$ cat config.mk
export PLATFORM = sky130hd
export DESIGN_NAME = vgpd_front
export DESIGN_NICKNAME = d
export VERILOG_FILES = /design/src/sv/vgpd_pkg.sv /design/src/sv/vgpd_front.sv
export SDC_FILE = /design/constraint.sdc
export NUM_CORES = 1
export LEC_CHECK = 0
export BUFFER_PORTS_ARGS = -buffer_cell sky130_fd_sc_hd__buf_2
export CAP_MARGIN = 20
export CELL_PAD_IN_SITES_DETAIL_PLACEMENT = 1
export CELL_PAD_IN_SITES_GLOBAL_PLACEMENT = 2
export CORE_UTILIZATION = 29
export DETAILED_ROUTE_END_ITERATION = 6
export PLACE_DENSITY_LB_ADDON = 0.1
export SLEW_MARGIN = 10
export SYNTH_ARGS = -nofsm -noshare
export SYNTH_HDL_FRONTEND = slang
export SYNTH_SLANG_ARGS = --single-unit
$ cat constraint.sdc
create_clock -name vclk -period 16.6
set_input_delay 3.32 -clock vclk [all_inputs]
set_output_delay 3.32 -clock vclk [all_outputs]
set_load 0.05 [all_outputs]
$ cat src/sv/vgpd_pkg.sv
package vgpd_pkg;

    // Default grid dimension per axis (upper bound of grid_size in effect)
    localparam int GRID_DIM_MAX_DEF = 64;

    localparam int COORD_W  = 32;
    localparam int PROD_W   = 2 * COORD_W;
    localparam int AXES     = 3;
    localparam int GSIZE_W  = 7;
    localparam int PADDR_W  = 5;
    localparam int PDATA_W  = 32;

    // Bits per occupancy memory row
    localparam int ROW_BITS = 32;
    localparam int BIT_SEL_W = 5;

    // Request queue between front and back
    localparam int Q_DEPTH = 2;
    localparam int Q_PTR_W = 1;
    localparam int Q_CNT_W = 2;

    // Register indexes (byte address = 4 * index)
    localparam logic [2:0] REG_MIN_X = 3'd0;
    localparam logic [2:0] REG_MIN_Y = 3'd1;
    localparam logic [2:0] REG_MIN_Z = 3'd2;
    localparam logic [2:0] REG_INV   = 3'd3;
    localparam logic [2:0] REG_GSIZE = 3'd4;

    localparam logic [COORD_W-1:0] INV_RESET   = 32'd65536;
    localparam logic [GSIZE_W-1:0] GSIZE_RESET = 7'd64;

    localparam logic OP_INSERT = 1'b0;
    localparam logic OP_CLEAR  = 1'b1;

    typedef enum logic [1:0] {
        OUTCOME_KEPT     = 2'd0,
        OUTCOME_OCCUPIED = 2'd1,
        OUTCOME_OUTSIDE  = 2'd2,
        OUTCOME_CLEARED  = 2'd3
    } outcome_t;

    typedef struct packed {
        logic                      opcode;
        logic signed [COORD_W-1:0] point_x;
        logic signed [COORD_W-1:0] point_y;
        logic signed [COORD_W-1:0] point_z;
    } req_t;

    typedef struct packed {
        logic     kept;
        outcome_t outcome;
    } rsp_t;

    // Classified request: per-axis sign and magnitude of (point - min)
    typedef struct packed {
        logic                            clear;
        logic [AXES-1:0]                 neg;
        logic [AXES-1:0][COORD_W-1:0]    mag;
    } item_t;

endpackage

$ cat src/sv/vgpd_front.sv
module vgpd_front (
    input  logic                          req_valid,
    output logic                          req_stall,
    input  vgpd_pkg::req_t                req_data,
    input  logic signed [31:0]            min_x,
    input  logic signed [31:0]            min_y,
    input  logic signed [31:0]            min_z,
    input  logic                          open,
    input  logic                          q_full,
    output logic                          q_push,
    output vgpd_pkg::item_t               q_item
);

    logic signed [vgpd_pkg::AXES-1:0][31:0] pt;
    logic signed [vgpd_pkg::AXES-1:0][31:0] lo;

    assign pt[0] = req_data.point_x;
    assign pt[1] = req_data.point_y;
    assign pt[2] = req_data.point_z;
    assign lo[0] = min_x;
    assign lo[1] = min_y;
    assign lo[2] = min_z;

    assign req_stall = !open || q_full;
    assign q_push    = req_valid && !req_stall;

    // Difference is exact in 33 bits; its magnitude never exceeds 2^32-1
    always_comb
    begin
        logic [32:0] d;
        logic [32:0] m;
        q_item.clear = (req_data.opcode == vgpd_pkg::OP_CLEAR);
        for (int a = 0; a < vgpd_pkg::AXES; a++)
        begin
            d = {pt[a][31], pt[a]} - {lo[a][31], lo[a]};
            m = d[32] ? (~d + 33'd1) : d;
            q_item.neg[a] = d[32];
            q_item.mag[a] = m[31:0];
        end
    end

endmodule

# ---- Yosys cells after proc, flatten, opt, wreduce, memory -nomap -nowiden
# Index checks and enable logic that the tools add are counted.
dict set report op_classes {
  n_mul 0
  muxes 3
  eq_ne 0
  n_reduce_logical 4
  div_mod_pow 0
  bitwise 3
  n_shift 0
  n_lt_le_gt_ge 0
  add_sub_neg 6
}
# operator n
set ops {}
lappend ops {{32-bit by 32-bit subtractor with 33-bit output} 3}
lappend ops {{32-bit by 1-bit adder with 32-bit output (second input constant)} 3}
lappend ops {{32-bit two-way mux} 3}
lappend ops {{32-bit inverter} 3}
lappend ops {{1-bit logical NOT} 2}
lappend ops {{1-bit logical AND} 1}
lappend ops {{1-bit logical OR} 1}
dict set report word_totals {
  mem_count 0
  ram_bits 0
  romBits 0
  reg_bits 0
  out_inout_bits 102
  latch_bits 0
}

# ---- Longest topological paths before layout
# Gate-level depths: netlist of the first run.
dict set report logic_depth {
  ltp_word 4
  ltp_mapped 16
  mapped_depth_nobuf 15
}

# ---- Worst setup path before layout of the first run
# OpenSTA, ideal clock, no wires.
dict set report synth_timing {
  path_type {input to output}
  start {input req_data[64] in the netlist's numbering}
  end {output q_item[31] in the netlist's numbering}
  slack_ns 5.292
  cell_stages 14
  t_required_ns 13.280
  path_buffers 0
  t_arrival_ns 7.988
  path_cell_list {inv_1 -> ha_1 -> fa_1 -> or2b_1 -> a21oi_1 -> xor2_1 -> or2_4 -> or4_4 -> a2111o_1 -> or4b_4 -> or4b_4 -> or4_1 -> a22oi_1 -> xor2_1}
}
# element line_no
set synth_lines {}
lappend synth_lines {{from (decl)} vgpd_front.sv:4} ;# input vgpd_pkg::req_t req_data,
lappend synth_lines {{to (decl)} vgpd_front.sv:11} ;# output vgpd_pkg::item_t q_item

==> results of run 1 <==
worst max-delay path by stage:
| stage | startpoint | to | slack, ns | cells past startpoint |
|---|---|---|---|---|
| 6_report | req_data[64] | q_item[31] | 5.32 | 16 |
| 3_5_place_dp | req_data[64] | q_item[31] | 5.30 | 16 |
| 3_3_place_gp | req_data[64] | q_item[31] | 5.35 | 16 |
| 5_1_grt | req_data[0] | q_item[94] | 5.03 | 16 |
| 2_1_floorplan | req_data[64] | q_item[31] | 5.29 | 14 |
| 4_1_cts | req_data[64] | q_item[31] | 5.29 | 16 |
routing by layer:
metal  GRT usage (%)  up-vias  share of wire, %
li1                -     4675                 -
met1            26.1     4198                47
met2            34.1      237                45
met3            2.77       26               6.0
met4            1.89        8              0.96
met5               0        -              0.17
power by group through the flow:
| stage | registers [mW] | clock network, mW | logic [mW] |
|---|---|---|---|
| finish | 0 | 0.0000000726 | 0.797 |
| global route | 0 | 0.0000000161 | 0.854 |
| CTS | 0 | 0 | 0.803 |
| detailed placement | 0 | 0 | 0.800 |
| global placement | 0 | 0 | 0.797 |
| floorplan | 0 | 0 | 0.610 |
cell families (layout without fill, tap and decap cells):
kind of cell,count (synthesis),count (layout),synth area share (%)
compound gates,408,408,34.6
simple gates,312,312,21.3
buf+inv,163,431,8.24
xor+xnor,157,157,18.2
fa+ha+maj,102,102,17.1
mux,4,4,0.529
other cells,0,9,0
final cells by class:
cell class	count	area, um2
fill	3438	16000
multi-input combinational	983	6960
timing repair buffer	298	1500
inverter	133	499
tap	330	413
antenna	9	22.5
layout by cell type, fill, tap and decap left out, drive strengths merged, types with 17 or more instances in the layout:
cell type  count
or3           19
nand2         88
xor2          49
inv          133
nor2          64
nand3         21
buf          298
o21ai        114
xnor2        108
a21o          39
ha            99
a21oi        104
and2          17
o21a          18
o31ai         21
per-stage QoR:
step                total power [mW]  area (um2)
global placement               0.797        9370
finish                         0.797        9390
floorplan                      0.610        7580
global route                   0.854        9370
CTS                            0.803        9370
detailed placement             0.800        9370
==> results_dict.tcl, run 1 <==
set metrics [dict create \
    status "completed" \
    dieArea_um2 26800 \
    syn_area_per_cell_um2 6.61 \
    synth_top_area_share_pct 16.4 \
    ctsHoldBuffers 0 \
    detailed_place_hpwl_um 24200 \
    hold_slack_ns 6.64 \
    seq_power_share_pct 0 \
    ys_seq_area_share_pct 0 \
    clkPwrFrac_pct 0 \
    cp.required_ns 13.28 \
    worst_pin_slew_ns 0.988 \
    p_sw_mw 0.571 \
    whs_path_depth 0 \
    rsz0062_at_grt "no" \
    drt_iter0_markers 354 \
    die_x_um 164 \
    row_count 58 \
    p_leak_nw 4.61 \
    arrival_ns 7.96 \
    layout-area-overhead-vs-synth_pct 23.9 \
    slew_violations 0 \
    yosysUniqueCellTypes 74 \
    place.gp.congestion 0.882 \
    crit_buf_inv 3 \
    power_density_nw_per_um2 84.9 \
    timing.final.crit_period_ns 11.28 \
    drtAntennaViolNets 0 \
    finalSetupViolCount 0 \
    syn_nets 1444 \
    drt-total-wl_um 27300 \
    cts_setup_buffers 0 \
    place_ws_ns 5.30 \
    max_freq_ghz 0.0887 \
    wire_per_inst_um 15.6 \
    yosysTopAreaCell "ha_1" \
    viasPerCell 5.22 \
    layout-drive-gt1-share_pct 22.3 \
    swShare_pct 71.6 \
    ys_warn_count 0 \
    hp-start "req_data[96]" \
    final_cells 1753 \
    start_kind "primary input" \
    netlist_area_um2 7580 \
    worstSetupPathType "in -> out" \
    start_util_pct 29.8 \
    grtUsageTotal_pct 19.6 \
    synth_area_leaders "ha_1, xnor2_1, o21ai_0, a21oi_1, inv_1" \
    worstPathCellList "buf_2 -> inv_1 -> ha_1 -> fa_1 -> or2b_1 -> a21oi_1 -> nor2_1 -> xnor2_1 -> or4_4 -> a2111o_1 -> or4b_4 -> or4b_4 -> or4_1 -> a22oi_1 -> xor2_1 -> buf_2" \
    slowest_stage "or4_4" \
    fin_ws_ns 5.32 \
    area.sequential_um2 0 \
    drcViolationCount 0 \
    postLayoutCoreUtil_pct 37.0 \
    via_count 9144 \
    cap_violations 0 \
    grt_pass1_vias 9067 \
    grt_max_degree 34 \
    crit_path_end_kind "output port" \
    power_frac_comb_pct 100.0 \
    fin_setup_tns_ns 0 \
    core_area_um2 25400 \
    slew-limit-headroom_pct 33.3 \
    fp.dieH_um 164 \
    dr.pass1.iters 5 \
    cpPeakStageDelay_ns 0.58 \
    layout.nets 1714 \
    antenna_found_initial 13 \
    synthMostInstantiatedCell "inv_1" \
    cp_max_fo 5 \
    internal-power_mw 0.226 \
    portBuffers 296 \
    hold_class "in -> out" \
    clock_buffers 0 \
    yosys-top-cells-count "inv_1, o21ai_0, xnor2_1, a21oi_1, ha_1" \
    finalCritPeriodShare_pct 67.9 \
    ir_drop_v 0.0000561 \
    grt_overflow 0 \
    io_pins 298 \
    syn_inst 1146 \
    dpl.cell_count 1744 \
    holdPathEnd "q_item[99]" \
    cts-resized-gates 0 \
    grt_pass1_wl_um 43800 \
    cp_top_family "simple AND/OR/NAND/NOR gates" \
    hold_viol 0 \
    nFlopsAndLatches 0 \
]
No activity file was read; power rests on OpenSTA's default activity.
==> run 2: changes to the inputs <==
--- a/config.mk
+++ b/config.mk
@@ -9,7 +9,7 @@
 export CAP_MARGIN = 20
 export CELL_PAD_IN_SITES_DETAIL_PLACEMENT = 1
 export CELL_PAD_IN_SITES_GLOBAL_PLACEMENT = 2
-export CORE_UTILIZATION = 29
+export CORE_UTILIZATION = 27
 export DETAILED_ROUTE_END_ITERATION = 6
 export PLACE_DENSITY_LB_ADDON = 0.1
 export SLEW_MARGIN = 10
==> constraint.sdc (replaced) <==
create_clock -name vclk -period 11.82
set_input_delay 2.364 -clock vclk [all_inputs]
set_output_delay 2.364 -clock vclk [all_outputs]
set_load 0.05 [all_outputs]
==> run 2 against run 1 <==
First-iteration DRC count down 5.4%. Final area is 0.35% higher. Worst setup slack got worse by 3.2 ns. Via count fell by 1.5%. Total power up 40%. Routed wire length grew 2.0%. Largest cell class unchanged. Critical path depth is 1 higher. Highest routed layer is now met4. Sequential share of layout area is the same. Global-route usage decreased by 0.81 points. Hold slack worse by 1.9 ns. Largest power group unchanged.
==> results_dict.tcl, run 2 (synthesis results as in run 1) <==
set metrics [dict create \
    detailed_place_hpwl_um 25000 \
    drcViolationCount 0 \
    cts-resized-gates 0 \
    max_freq_ghz 0.103 \
    grt_overflow 0 \
    arrival_ns 7.30 \
    slew_violations 0 \
    die_x_um 170 \
    ctsHoldBuffers 0 \
    layout-area-overhead-vs-synth_pct 24.4 \
    drt_iter0_markers 335 \
    slew-limit-headroom_pct 31.4 \
    via_count 9008 \
    row_count 60 \
    hold_viol 0 \
    worstPathCellList "buf_2 -> inv_1 -> ha_1 -> fa_1 -> or2b_1 -> a21o_1 -> o21a_1 -> o41ai_1 -> nand2_1 -> a31oi_1 -> o21ai_0 -> and2b_1 -> a21oi_1 -> inv_1 -> o21ai_0 -> xor2_1 -> buf_2" \
    rsz0062_at_grt "no" \
    crit_buf_inv 4 \
    final_common_cell "buf_2" \
    portBuffers 296 \
    area.sequential_um2 0 \
    viasPerCell 5.04 \
    stdcell_area_um2 9420 \
    wire_per_inst_um 15.6 \
    drt-total-wl_um 27900 \
    grt_max_degree 27 \
    cts_setup_buffers 0 \
    layout.nets 1713 \
    finalCritPeriodShare_pct 81.8 \
    drtAntennaViolNets 0 \
    timing.final.crit_period_ns 9.67 \
    finalSetupViolCount 0 \
    hold_class "in -> out" \
    grtUsageTotal_pct 18.8 \
    fillers 3605 \
    cp.required_ns 9.46 \
    antenna_found_initial 4 \
    worstSetupPathType "in -> out" \
    most-common-layout-cells "buf_2, inv_1, o21ai_0" \
    fin_setup_tns_ns 0 \
    layout-drive-gt1-share_pct 22.3 \
    ir_drop_v 0.0000602 \
    place.gp.congestion 0.867 \
    dieArea_um2 28700 \
    cp_top_family "compound AO/OA/AOI/OAI gates" \
    core_area_um2 27300 \
    clock_buffers 0 \
    nFlopsAndLatches 0 \
    slowest_stage "o41ai_1" \
    start_util_pct 27.8 \
    p_leak_nw 4.61 \
    grt_pass1_wl_um 45200 \
    fp.dieH_um 170 \
    start_kind "primary input" \
    crit_path_end_kind "output port" \
    cpPeakStageDelay_ns 0.81 \
    status "completed" \
    cap_violations 0 \
    worst_pin_slew_ns 1.00 \
    dr.pass1.iters 4 \
    power_density_nw_per_um2 119 \
    placed_area_um2 9410 \
    grt_pass1_vias 9022 \
    cp_max_fo 24 \
    io_pins 298 \
]
-- run 2: cell count changes in the layout (fill, tap and decap cells not counted) --
| cell | delta |
|---|---|
| diode_2 | -5 |
| buf_4 | -1 |
-- run 2: stage by stage --
step	cells	power, mW	util (%)	worst slack (ns)	hold WS [ns]
after detailed placement	1785	1.12	34.5	2.09	4.73
after global placement	1785	1.12	34.5	2.23	4.73
after floorplan	1146	0.857	-	2.42	4.90
after CTS	1785	1.13	34.5	2.10	4.73
final	1789	1.12	34.6	2.15	4.73
after global routing	1789	1.20	34.6	1.81	4.73
-- run 2: layer usage --
metal | vias up | global-route usage (%) | routed length (um)
met3 | 10 | 0.653 | 978
met1 | 4124 | 27.2 | 14200
met4 | 0 | 2.59 | 301
met2 | 202 | 31.2 | 12400
li1 | 4672 | - | -
met5 | - | 0 | 0
-- run 2: final timing paths --
check	depth (start not counted)	start	slack, ns	to
hold / removal	0	req_data[96]	4.73	q_item[99]
setup / recovery	17	req_data[64]	2.15	q_item[21]
-- run 2: power breakdown --
part,internal (mW),switching (mW)
logic,0.317,0.799
clock network,0.0000000454,0
registers,0,0
-- run 2: cell type report --
class                      count  area [um2]  area share (%)
multi-input combinational    983        6960            73.9
inverter                     133         499            5.30
antenna                        4        10.0           0.106
tap                          372         465            4.94
timing repair buffer         297        1490            15.8
