===== config.mk =====
export PLATFORM = sky130hd
export DESIGN_NAME = vgpd_queue
export DESIGN_NICKNAME = d
export VERILOG_FILES = /design/src/sv/vgpd_pkg.sv /design/src/sv/vgpd_queue.sv
export SDC_FILE = /design/constraint.sdc
export NUM_CORES = 1
export LEC_CHECK = 0
export BUFFER_PORTS_ARGS = -buffer_cell sky130_fd_sc_hd__buf_2
export CAP_MARGIN = 10
export CORE_MARGIN = 10
export CORE_UTILIZATION = 57
export DETAILED_ROUTE_END_ITERATION = 8
export HOLD_SLACK_MARGIN = 0.05
export PLACE_DENSITY = 0.85
export SKIP_LAST_GASP = 1
export SYNTH_ARGS = -nofsm -noshare
export SYNTH_HDL_FRONTEND = slang
export SYNTH_SLANG_ARGS = --single-unit

===== constraint.sdc =====
create_clock -name clk -period 14.7 [get_ports clk]
set_input_delay 1.47 -clock clk [delete_from_list [all_inputs] [get_ports clk]]
set_output_delay 1.47 -clock clk [all_outputs]
set_load 0.03 [all_outputs]

===== src/sv/vgpd_pkg.sv =====
package vgpd_pkg;

    // Default grid dimension per axis (upper bound of grid_size in effect)
    localparam int GRID_DIM_MAX_DEF = 64;

    localparam int COORD_W  = 32;
    localparam int PROD_W   = 2 * COORD_W;
    localparam int AXES     = 3;
    localparam int GSIZE_W  = 7;
    localparam int PADDR_W  = 5;
    localparam int PDATA_W  = 32;

    // Bits per occupancy memory row
    localparam int ROW_BITS = 32;
    localparam int BIT_SEL_W = 5;

    // Request queue between front and back
    localparam int Q_DEPTH = 2;
    localparam int Q_PTR_W = 1;
    localparam int Q_CNT_W = 2;

    // Register indexes (byte address = 4 * index)
    localparam logic [2:0] REG_MIN_X = 3'd0;
    localparam logic [2:0] REG_MIN_Y = 3'd1;
    localparam logic [2:0] REG_MIN_Z = 3'd2;
    localparam logic [2:0] REG_INV   = 3'd3;
    localparam logic [2:0] REG_GSIZE = 3'd4;

    localparam logic [COORD_W-1:0] INV_RESET   = 32'd65536;
    localparam logic [GSIZE_W-1:0] GSIZE_RESET = 7'd64;

    localparam logic OP_INSERT = 1'b0;
    localparam logic OP_CLEAR  = 1'b1;

    typedef enum logic [1:0] {
        OUTCOME_KEPT     = 2'd0,
        OUTCOME_OCCUPIED = 2'd1,
        OUTCOME_OUTSIDE  = 2'd2,
        OUTCOME_CLEARED  = 2'd3
    } outcome_t;

    typedef struct packed {
        logic                      opcode;
        logic signed [COORD_W-1:0] point_x;
        logic signed [COORD_W-1:0] point_y;
        logic signed [COORD_W-1:0] point_z;
    } req_t;

    typedef struct packed {
        logic     kept;
        outcome_t outcome;
    } rsp_t;

    // Classified request: per-axis sign and magnitude of (point - min)
    typedef struct packed {
        logic                            clear;
        logic [AXES-1:0]                 neg;
        logic [AXES-1:0][COORD_W-1:0]    mag;
    } item_t;

endpackage


===== src/sv/vgpd_queue.sv =====
module vgpd_queue (
    input  logic            clk,
    input  logic            rst_n,
    input  logic            push,
    input  vgpd_pkg::item_t push_item,
    output logic            full,
    input  logic            pop,
    output logic            empty,
    output vgpd_pkg::item_t head
);

    vgpd_pkg::item_t                  slot_reg [vgpd_pkg::Q_DEPTH];
    logic [vgpd_pkg::Q_PTR_W-1:0]     wr_ptr_reg, wr_ptr_next;
    logic [vgpd_pkg::Q_PTR_W-1:0]     rd_ptr_reg, rd_ptr_next;
    logic [vgpd_pkg::Q_CNT_W-1:0]     count_reg, count_next;

    assign full  = (count_reg == vgpd_pkg::Q_CNT_W'(vgpd_pkg::Q_DEPTH));
    assign empty = (count_reg == '0);
    assign head  = slot_reg[rd_ptr_reg];

    always_comb
    begin
        wr_ptr_next = push ? wr_ptr_reg + 1'b1 : wr_ptr_reg;
        rd_ptr_next = pop  ? rd_ptr_reg + 1'b1 : rd_ptr_reg;
        count_next  = count_reg;
        if (push && !pop)
        begin
            count_next = count_reg + 1'b1;
        end
        else if (pop && !push)
        begin
            count_next = count_reg - 1'b1;
        end
    end

    always_ff @(posedge clk or negedge rst_n)
    begin
        if (!rst_n)
        begin
            wr_ptr_reg <= '0;
            rd_ptr_reg <= '0;
            count_reg  <= '0;
        end
        else
        begin
            wr_ptr_reg <= wr_ptr_next;
            rd_ptr_reg <= rd_ptr_next;
            count_reg  <= count_next;
        end
    end

    always_ff @(posedge clk)
    begin
        if (push)
        begin
            slot_reg[wr_ptr_reg] <= push_item;
        end
    end

endmodule


Word level (Yosys, flattened, before mapping). Memories as Yosys holds them, arrays and structs flattened. Cells that the tools add are included. Widths: inputs -> output; s select.

Muxes and demuxes: 4. $lt $le $gt $ge: 0. Reductions and logical operators: 6. Add/sub/neg operators: 4. Div/mod/pow operators: 0. $mul: 0. Shift-type cells: 0. Bitwise logic cells: 0. Eq/ne operators: 1.

Operators by type and width (number): $mux 2 (2); $add 1x1->1 const B (2); $add 2x1->2 const B (1); $eq 2x2->1 const B (1); $logic_and 1x1->1 (2); $logic_not 1->1 (2); $logic_not 2->1 (1); $mux 1 (2); $reduce_bool 2->1 (1); $sub 2x1->2 const B (1).

Bits in writable memories: 200. Memory bits (read-only): 0. Output and inout port bits: 102. Latch bits: 0. Flip-flop bits (word level): 4. Memories kept: 1.

Memories: slot_reg (depth 2, bits a word 100, read ports 1, clocked after memory_dff 0, write ports 1, line vgpd_queue.sv:12) `vgpd_pkg::item_t slot_reg [vgpd_pkg::Q_DEPTH];`.

Longest topological paths before layout. Gate-level depths: netlist (run 1).

Depth in word-level cells: 4. Mapped depth: 5. Gate-level depth less buffers: 5.

Least setup slack after synthesis (run 1). Ideal clock, no wire load.

Kind: input-to-reg. Start: in push. End: mem slot_reg[0][0] in the netlist's numbering (enable). Setup slack: 8.306 ns. Data required time: 14.128 ns. Cell stages on the path: 1. Arrival: 5.822 ns. Library setup time: 0.572 ns. Cells stage by stage: nor2b_1.

Longest elaborated chain between the ends: 2.

Ends and longest elaborated chain: start: declaration (line vgpd_queue.sv:4) `input logic push,`; $mux 1 (line vgpd_queue.sv:54) `if (push)`; $mux 1 (not written as such) (line vgpd_queue.sv:56) `slot_reg[wr_ptr_reg] <= push_item;`; end: declaration (line vgpd_queue.sv:12).

No other way between the ends.

==> impl_metrics.json, run 1 <==
{
  "postSynthAreaPerCell_um2": 24.0,
  "clockPowerShare_pct": 22.3,
  "ir_drop_mv": 0.151,
  "yosys-top-cells-area": "edfxtp_1, mux2_4, buf_12",
  "syn_area_um2": 7850,
  "synth_seq_cells": 204,
  "final_cell_mix": "buf_2, edfxtp_1, mux2_4",
  "drive_gt1_share_pct": 60.1,
  "fmax_mhz": 225,
  "worstSetupPathType": "reg2out",
  "path_buf_inv": 2,
  "grt_max_degree": 64,
  "die_y_um": 137,
  "p_int_mw": 1.33,
  "grt_use_met3_pct": 6.63,
  "final_common_cell": "buf_2",
  "startpoint_type": "register",
  "core_area_um2": 13300,
  "htreeDepth": 1,
  "first_iter_violations": 183,
  "grt_pass1_vias": 4080,
  "status": "completed",
  "worst_hold_path_type": "reg2reg",
  "cts_sinks": 204,
  "final-hold-violation-count": 0,
  "postRouteAntennaNets": 0,
  "synth.largest_area_cell": "edfxtp_1",
  "worst_pin_slew_ns": 1.11,
  "drv_slew": 0,
  "cts_resized": 0,
  "post_cts_buffers": 0,
  "vias_per_cell": 5.12,
  "sequentialPowerShare_pct": 41.1,
  "rows": 42,
  "seq_area_frac_synth_pct": 77.8,
  "synth_warnings": 0,
  "cts_buffer_depth": 3,
  "die_w_um": 137,
  "hpwl_mm": 10.7,
  "synth_top_area_share_pct": 76.5,
  "grt-busiest-layer": "met2",
  "slowest_stage": "buf_4",
  "switching_share_pct": 34.5,
  "cts_tree": "done",
  "cp_top_family": "buffers and inverters",
  "cts_buffers": 21,
  "start_util_pct": 58.8,
  "largest_reg_flops": 200,
  "power_leakage_nw": 3.87,
  "slowest_delay_ns": 0.93,
  "drv_cap": 0,
  "fin_nets": 653,
  "design_power_total_mw": 2.03,
  "cp-end-kind": "primary output",
  "met1_usage_pct": 17.1,
  "synth_nets": 432,
  "area_growth_pct": 21.4,
  "overflow": 0,
  "ctsHoldBuffers": 0,
  "grt_use_total_pct": 15.2,
  "syn_inst": 327,
  "netSwitchingPower_mw": 0.699,
  "postPlaceCellArea_um2": 8950,
  "grtUsageMet2_pct": 26.1,
  "clk_latency_ns": 0.47,
  "wl_mm": 15.2,
  "first_pass_iters": 4,
  "required_ns": 13.23,
  "pwr-share-comb_pct": 36.6,
  "via_count": 3778,
  "finalClockSkew_ns": 0.00404,
  "ctsRootBufferMaster": "clkbuf_16",
  "port_buffers": 205,
  "drc": 0,
  "post-route-util_pct": 71.4,
  "path_cells": "buf_4 -> mux2_2 -> buf_2",
  "place.gp.congestion": 0.737,
  "crit_fanout": 63,
  "fin_area_um2": 9540,
  "synth.distinct_cells": 14,
  "final.setup.tns_ns": 0,
  "die_area_um2": 18900,
  "wire_per_inst_um": 20.6,
  "period_share_pct": 30.2,
  "grt_pass1_wl_mm": 22.3,
  "antenna_found_initial": 2,
  "cp.arrival_ns": 2.97,
  "powerDensity_nw_per_um2": 213,
  "fin_crit_ns": 4.44,
  "setup_viol": 0,
  "pin_count": 206,
  "maxSlewHeadroom_pct": 25.8,
  "clkTransAtPathRegs_ns": 0.06,
  "rsz0062_at_grt": "false"
}
## per-stage QoR
| step | cells | setup WS [ns] | hold slack [ns] |
|---|---|---|---|
| global placement | 701 | 10.76 | 0.474 |
| floorplan | 327 | 8.31 | 0.455 |
| finish | 738 | 10.26 | 0.498 |
| detailed placement | 701 | 10.70 | 0.490 |
| global route | 737 | 10.10 | 0.510 |
| CTS | 737 | 10.19 | 0.498 |
## synth_stat cells
cell / number
buf_2: 1
nor2_1: 2
xor2_1: 4
and2_1: 1
buf_12: 9
mux2_4: 90
nor2b_1: 2
inv_1: 1
edfxtp_1: 200
ha_1: 1
mux2_2: 10
dfrtp_1: 4
buf_6: 1
xnor2_1: 1
## path summary, 6_finish.rpt
path                         startpoint           end  slack, ns  cells after the start
min reg2reg                count_reg[1]  count_reg[1]       0.50                      1
min in group asynchronous         rst_n  count_reg[1]       0.79                      1
max reg2reg                  rd_ptr_reg    rd_ptr_reg      12.56                      2
max in group asynchronous         rst_n    rd_ptr_reg      13.77                      1
max                          rd_ptr_reg      head[76]      10.26                      3
min                        count_reg[1]  count_reg[1]       0.50                      1
## power groups by stage
stage	Sequential [mW]	Combinational (mW)	Clock, mW
2_1_floorplan	0.820	0.638	0
3_3_place_gp	0.837	0.740	0
3_5_place_dp	0.846	0.751	0
4_1_cts	0.835	0.756	0.462
5_1_grt	0.845	0.780	0.483
6_report	0.833	0.742	0.452
## layer usage
layer  share of wire, %  wire [um]
met5              0.085         13
met1                 37       5610
met4                1.7        264
met3                 12       1780
met2                 50       7570
## final cells by class
type,count,area [um2]
fill,827,3810
tap,176,220
clock inverter,11,46.3
multi-input combinational,111,1560
sequential,204,6110
timing repair buffer,209,1060
clock buffer,25,541
inverter,1,3.75
antenna,1,2.50
## logic make-up (layout without fill, tap and decap cells)
group	count (synthesis)	count (layout)	share of synthesized area, %
buf+inv	12	246	2.55
xor+xnor	5	5	0.558
flops	204	204	77.8
mux	100	100	18.6
fa+ha+maj	1	1	0.159
simple gates	5	5	0.335
other cells	0	1	0
(Power assumes the default switching activity.)
==> inputs of run 2 (changes only) <==
- ABC_AREA: default -> 1
- CORE_UTILIZATION: 57 -> 53
- PLACE_DENSITY: 0.85 -> 0.8
- clock period: 14.7 -> 4.55 ns (I/O delays scaled with it)
==> run 2 against run 1 <==
Against the previous run:
- first-iteration DRC count is 5.5% higher
- design area increased by 0.85%
- sequential power grew to 3.3 times the previous value
- count of clock-buffer cells in the layout stayed put
- sequential share of layout area is 0.54 points lower
- die area up 6.7%
- non-clock buffer count increased by 1
- synthesized area up 0.25%
- clock power grew to 3.4 times the previous value
- largest power group unchanged
==> impl_metrics.json, run 2 <==
{
  "status": "completed",
  "fin_area_um2": 9620,
  "place_ws_ns": 2.05,
  "pin_count": 206,
  "final.setup.tns_ns": 0,
  "core_area_um2": 14500,
  "drive_gt1_share_pct": 59.4,
  "htreeDepth": 1,
  "fin_nets": 663,
  "setup_viol": 0,
  "yosys-top-cells-area": "edfxtp_1, mux2_4, buf_12",
  "hpwl_mm": 10.3,
  "startpoint_type": "register",
  "drv_slew": 0,
  "slowest_stage": "dfrtp_4",
  "port_buffers": 205,
  "worstSetupPathType": "reg2out",
  "final_common_cell": "buf_2",
  "drv_cap": 0,
  "fillers": 1005,
  "die_y_um": 142,
  "synth_warnings": 0,
  "postSynthAreaPerCell_um2": 23.4,
  "cts_tree": "done",
  "clkTransAtPathRegs_ns": 0.06,
  "syn_area_um2": 7870,
  "postRouteAntennaNets": 0,
  "async_flop_share_pct": 1.96,
  "start_util_pct": 54.2,
  "power_leakage_nw": 3.92,
  "path_cells": "buf_12 -> mux2_2 -> buf_2",
  "syn_inst": 336,
  "area_growth_pct": 22.2,
  "grt_pass1_vias": 4224,
  "overflow": 0,
  "wl_mm": 15.0,
  "cts_sinks": 204,
  "worst_hold_path_type": "in2reg",
  "die_w_um": 142,
  "fin_ws_ns": 1.52,
  "switching_share_pct": 34.3,
  "clk_latency_ns": 0.48,
  "sequentialPowerShare_pct": 40.9,
  "fin_crit_ns": 3.03,
  "rsz0062_at_grt": "false",
  "grt_pass1_wl_mm": 22.5,
  "seq_area_frac_synth_pct": 77.6,
  "clockPowerShare_pct": 23.2,
  "maxSlewHeadroom_pct": 29.5,
  "cp_top_family": "flip-flops",
  "cp-end-kind": "primary output",
  "cp.arrival_ns": 2.58,
  "largest_reg_flops": 200,
  "worst_pin_slew_ns": 1.06,
  "path_buf_inv": 2,
  "synth.distinct_cells": 15,
  "vias_per_cell": 5.00,
  "postPlaceCellArea_um2": 8990,
  "powerDensity_nw_per_um2": 688,
  "grt_use_total_pct": 14.0,
  "ir_drop_mv": 0.409,
  "place.gp.congestion": 0.733,
  "p_int_mw": 4.35,
  "final_cell_mix": "buf_2, edfxtp_1, mux2_4",
  "wire_per_inst_um": 19.9,
  "synth_seq_cells": 204,
  "cts_buffers": 21,
  "rows": 44,
  "first_pass_iters": 4,
  "ctsRootBufferMaster": "clkbuf_16",
  "netSwitchingPower_mw": 2.27,
  "synth-edff-count": 200,
  "cts_buffer_depth": 3,
  "slowest_delay_ns": 0.95,
  "diodes": 0,
  "pwr-share-comb_pct": 35.9,
  "grt_max_degree": 83,
  "crit_fanout": 58,
  "yosysMostFrequentCell": "edfxtp_1",
  "synth_ff_type": "edfxtp_1",
  "die_area_um2": 20100,
  "via_count": 3776,
  "antenna_found_initial": 2,
  "required_ns": 4.09,
  "fmax_mhz": 330,
  "synth_top_area_share_pct": 76.3,
  "synth_common_cells": "edfxtp_1, mux2_4, mux2_2",
  "first_iter_violations": 193,
  "final-hold-violation-count": 0,
  "finalClockSkew_ns": 0.0111,
  "period_share_pct": 66.7,
  "drc": 0,
  "synth.largest_area_cell": "edfxtp_1",
  "synth_nets": 441
}
## run 2: area by class of cell
cell class / instances / area [um2] / area share [%]
flip-flops and latches: 204 / 6110 / 63.5
repair buffers: 210 / 1080 / 11.2
multi-input cells: 114 / 1550 / 16.1
well taps: 184 / 230 / 2.39
inverters: 7 / 28.8 / 0.299
clock buffers: 25 / 541 / 5.62
clock inverters: 11 / 77.6 / 0.807
## run 2: routing by layer
layer | share of wire, % | routed length [um] | track usage [%]
met1 | 36 | 5450 | 15.4
met2 | 52 | 7880 | 24.5
met3 | 9.3 | 1400 | 5.14
met4 | 2.0 | 300 | 4.73
met5 | 0.086 | 13 | 0
## run 2: worst register-to-register path, stage by stage (launching register included)
cell,delay [ns]
dfrtp_1,0.42
nor2_4,0.11
buf_4,0.54
buf_4,0.68
## run 2: path summary, 6_finish.rpt
kind                       cells past startpoint         endpoint           from  slack, ns
setup / recovery                               3         head[72]     rd_ptr_reg       1.52
hold / removal                                 1  slot_reg[1][50]  push_item[50]       0.15
hold reg to reg                                2     count_reg[1]   count_reg[1]       0.54
max in group asynchronous                      2       rd_ptr_reg          rst_n       4.08
min in group asynchronous                      2     count_reg[0]          rst_n       0.33
setup reg to reg                               3  slot_reg[0][34]     wr_ptr_reg       2.39
## run 2: timing repair
action | in CTS | in global routing
resized for setup | 0 | 0
endpoints found under the hold margin | 4 | 0
setup endpoints to repair | 0 | 0
hold buffers | 1 | 0
setup buffers | 0 | 0
## run 2: stage by stage
stage | power, mW | cells | util, % | hold slack (ns)
floorplan | 4.69 | 336 | - | 0.159
global placement | 5.12 | 718 | 61.8 | 0.265
detailed placement | 5.16 | 718 | 61.8 | 0.272
CTS | 6.71 | 755 | 66.2 | 0.135
global route | 6.90 | 755 | 66.2 | 0.135
finish | 6.62 | 755 | 66.2 | 0.155
## run 2: logic make-up (layout without fill, tap and decap cells)
group / after synthesis / after routing / share of synthesized area (%)
xor gates and xnor gates: 3 / 3 / 0.334
adders and majority gates: 1 / 1 / 0.159
DFF: 204 / 204 / 77.6
muxes: 100 / 100 / 18.6
buffers and inverters: 18 / 253 / 2.83
and+or+nand+nor: 10 / 10 / 0.524
## run 2: power by group through the flow
stage | sequential [mW] | combinational (mW) | clock [mW]
final | 2.71 | 2.38 | 1.54
after global routing | 2.75 | 2.51 | 1.65
after CTS | 2.71 | 2.42 | 1.58
after detailed placement | 2.75 | 2.41 | 0
after global placement | 2.72 | 2.39 | 0
after floorplan | 2.63 | 2.06 | 0
==> inputs of run 3 (changes only) <==
- ABC_AREA: 1 -> 0
- CORE_UTILIZATION: 53 -> 52
- PLACE_DENSITY: 0.8 -> 0.79
- clock period: 4.55 -> 2.93 ns (I/O delays scaled with it)
==> run 3 against run 2 <==
Against the previous run:
- routed wire length up 20%
- first-iteration DRC count increased by 35%
- sequential power increased by 52%
- combinational power grew 68%
- utilization is 6.8 points higher
- largest power group unchanged
- highest routed layer is now met4
==> impl_metrics.json, run 3 (synthesis results as in run 1) <==
{
  "status": "completed",
  "finalClockSkew_ns": 0.0202,
  "pin_count": 206,
  "fmax_mhz": 429,
  "worst_pin_slew_ns": 0.531,
  "final_cell_mix": "buf_2, edfxtp_1, dlygate4sd3_1",
  "drc": 0,
  "grt_use_total_pct": 17.2,
  "overflow": 0,
  "first_pass_iters": 6,
  "place.gp.congestion": 0.720,
  "cts_buffers": 21,
  "postRouteAntennaNets": 0,
  "final-hold-violation-count": 0,
  "cts_sinks": 204,
  "cp-end-kind": "primary output",
  "r2r-end": "slot_reg[1][43]",
  "clockPowerShare_pct": 23.0,
  "startpoint_type": "register",
  "drv_slew": 0,
  "final_common_cell": "buf_2",
  "reg2reg_slack_ns": 1.33,
  "ctsRootBufferMaster": "clkbuf_16",
  "post_cts_buffers": 0,
  "whs_path_depth": 2,
  "area_growth_pct": 36.1,
  "grt_pass1_wl_mm": 27.3,
  "antenna_found_initial": 1,
  "rsz0062_at_grt": "false",
  "timing.rr.start": "wr_ptr_reg",
  "setup_viol": 0,
  "sequentialPowerShare_pct": 39.1,
  "worstSetupPathType": "reg2out",
  "powerDensity_nw_per_um2": 987,
  "die_y_um": 143,
  "cts_tree": "done",
  "maxSlewHeadroom_pct": 64.6,
  "ff2ff_path_depth": 2,
  "htreeDepth": 1,
  "vias_per_cell": 5.00,
  "switching_share_pct": 34.7,
  "clkTransAtPathRegs_ns": 0.06,
  "largest_reg_flops": 200,
  "core_area_um2": 14600,
  "crit_fanout": 24,
  "crit_end": "head[48]",
  "first_iter_violations": 261,
  "port_buffers": 205,
  "die_w_um": 143,
  "final.setup.tns_ns": 0,
  "ir_drop_mv": 0.780,
  "drive_gt1_share_pct": 51.9,
  "worst_hold_path_type": "in2reg",
  "hpwl_mm": 10.9,
  "fillers": 864,
  "wl_mm": 18.0,
  "required_ns": 2.64,
  "die_area_um2": 20400,
  "period_share_pct": 79.6,
  "rows": 44,
  "fin_crit_ns": 2.33,
  "power_leakage_nw": 4.35,
  "wire_per_inst_um": 21.1,
  "setup.worst_path.start": "rd_ptr_reg",
  "grt_max_degree": 69,
  "cp.arrival_ns": 2.04,
  "fin_area_um2": 10700,
  "clk_latency_ns": 0.49,
  "via_count": 4264,
  "cts_buffer_depth": 3,
  "drv_cap": 0,
  "grt_pass1_vias": 4821,
  "p_int_mw": 6.89,
  "netSwitchingPower_mw": 3.66,
  "pwr-share-comb_pct": 37.9,
  "postPlaceCellArea_um2": 9040,
  "start_util_pct": 53.6,
  "fin_nets": 759
}
## run 3: cell types whose count changed in the layout (fill, tap and decap cells not counted), sizes merged, moves of 4 or more
cell         delta
dlygate4sd3   +101
inv             -6
clkbuf          +5
nand2           -5
buf             +4
clkinv          -4
## run 3: worst max-delay path, stage by stage, from the launching register on
cell and delay [ns]:
dfrtp_4 0.68, buf_4 0.35, mux2_4 0.34, buf_2 0.18
## run 3: area by class of cell
cell class              count  area, um2  area share, %
repair buffers            315       2160           20.2
clock buffers              30        589           5.51
well taps                 184        230           2.15
flip-flops and latches    204       6110           57.2
clock inverters             7       41.3          0.386
multi-input cells         111       1560           14.6
diodes                      1       2.50         0.0234
inverters                   1       3.75         0.0351
## run 3: worst min path at each step
stage / startpoint / to / slack, ns
after global routing: push / wr_ptr_reg / 0.05
after global placement: rst_n / count_reg[1] / 0.10
after CTS: push / wr_ptr_reg / 0.05
final: push / wr_ptr_reg / 0.06
after detailed placement: rst_n / count_reg[0] / 0.11
after floorplan: rst_n / count_reg[0] / -0.003
## run 3: layer usage
| layer | wire length [um] | vias up | track usage (%) |
|---|---|---|---|
| met1 | 6500 | 2111 | 19.0 |
| met4 | 471 | 0 | 6.19 |
| met2 | 9690 | 179 | 31.1 |
| met3 | 1340 | 31 | 4.71 |
| met5 | 0 | - | 0 |
| li1 | - | 1943 | - |
## run 3: metrics by stage
stage	hold slack, ns	std cells	power, mW	worst slack [ns]	utilization, %
finish	0.0621	853	10.6	0.598	73.0
global route	0.0504	853	11.0	0.530	73.0
CTS	0.0505	852	10.6	0.585	73.0
detailed placement	0.113	713	8.08	1.09	61.7
global placement	0.105	713	8.00	1.10	61.7
floorplan	-0.00259	327	7.26	0.599	-
## run 3: repair_timing
action / in CTS / in global routing
hold buffers: 102 / 0
resized for setup: 0 / 0
hold endpoints to repair: 205 / 0
## run 3: power by group through the flow
stage	clock [mW]	combinational, mW	sequential, mW
after CTS	2.47	4.03	4.12
final	2.43	4.00	4.13
after global placement	0	3.87	4.13
after detailed placement	0	3.91	4.18
after floorplan	0	3.20	4.06
after global routing	2.61	4.19	4.17
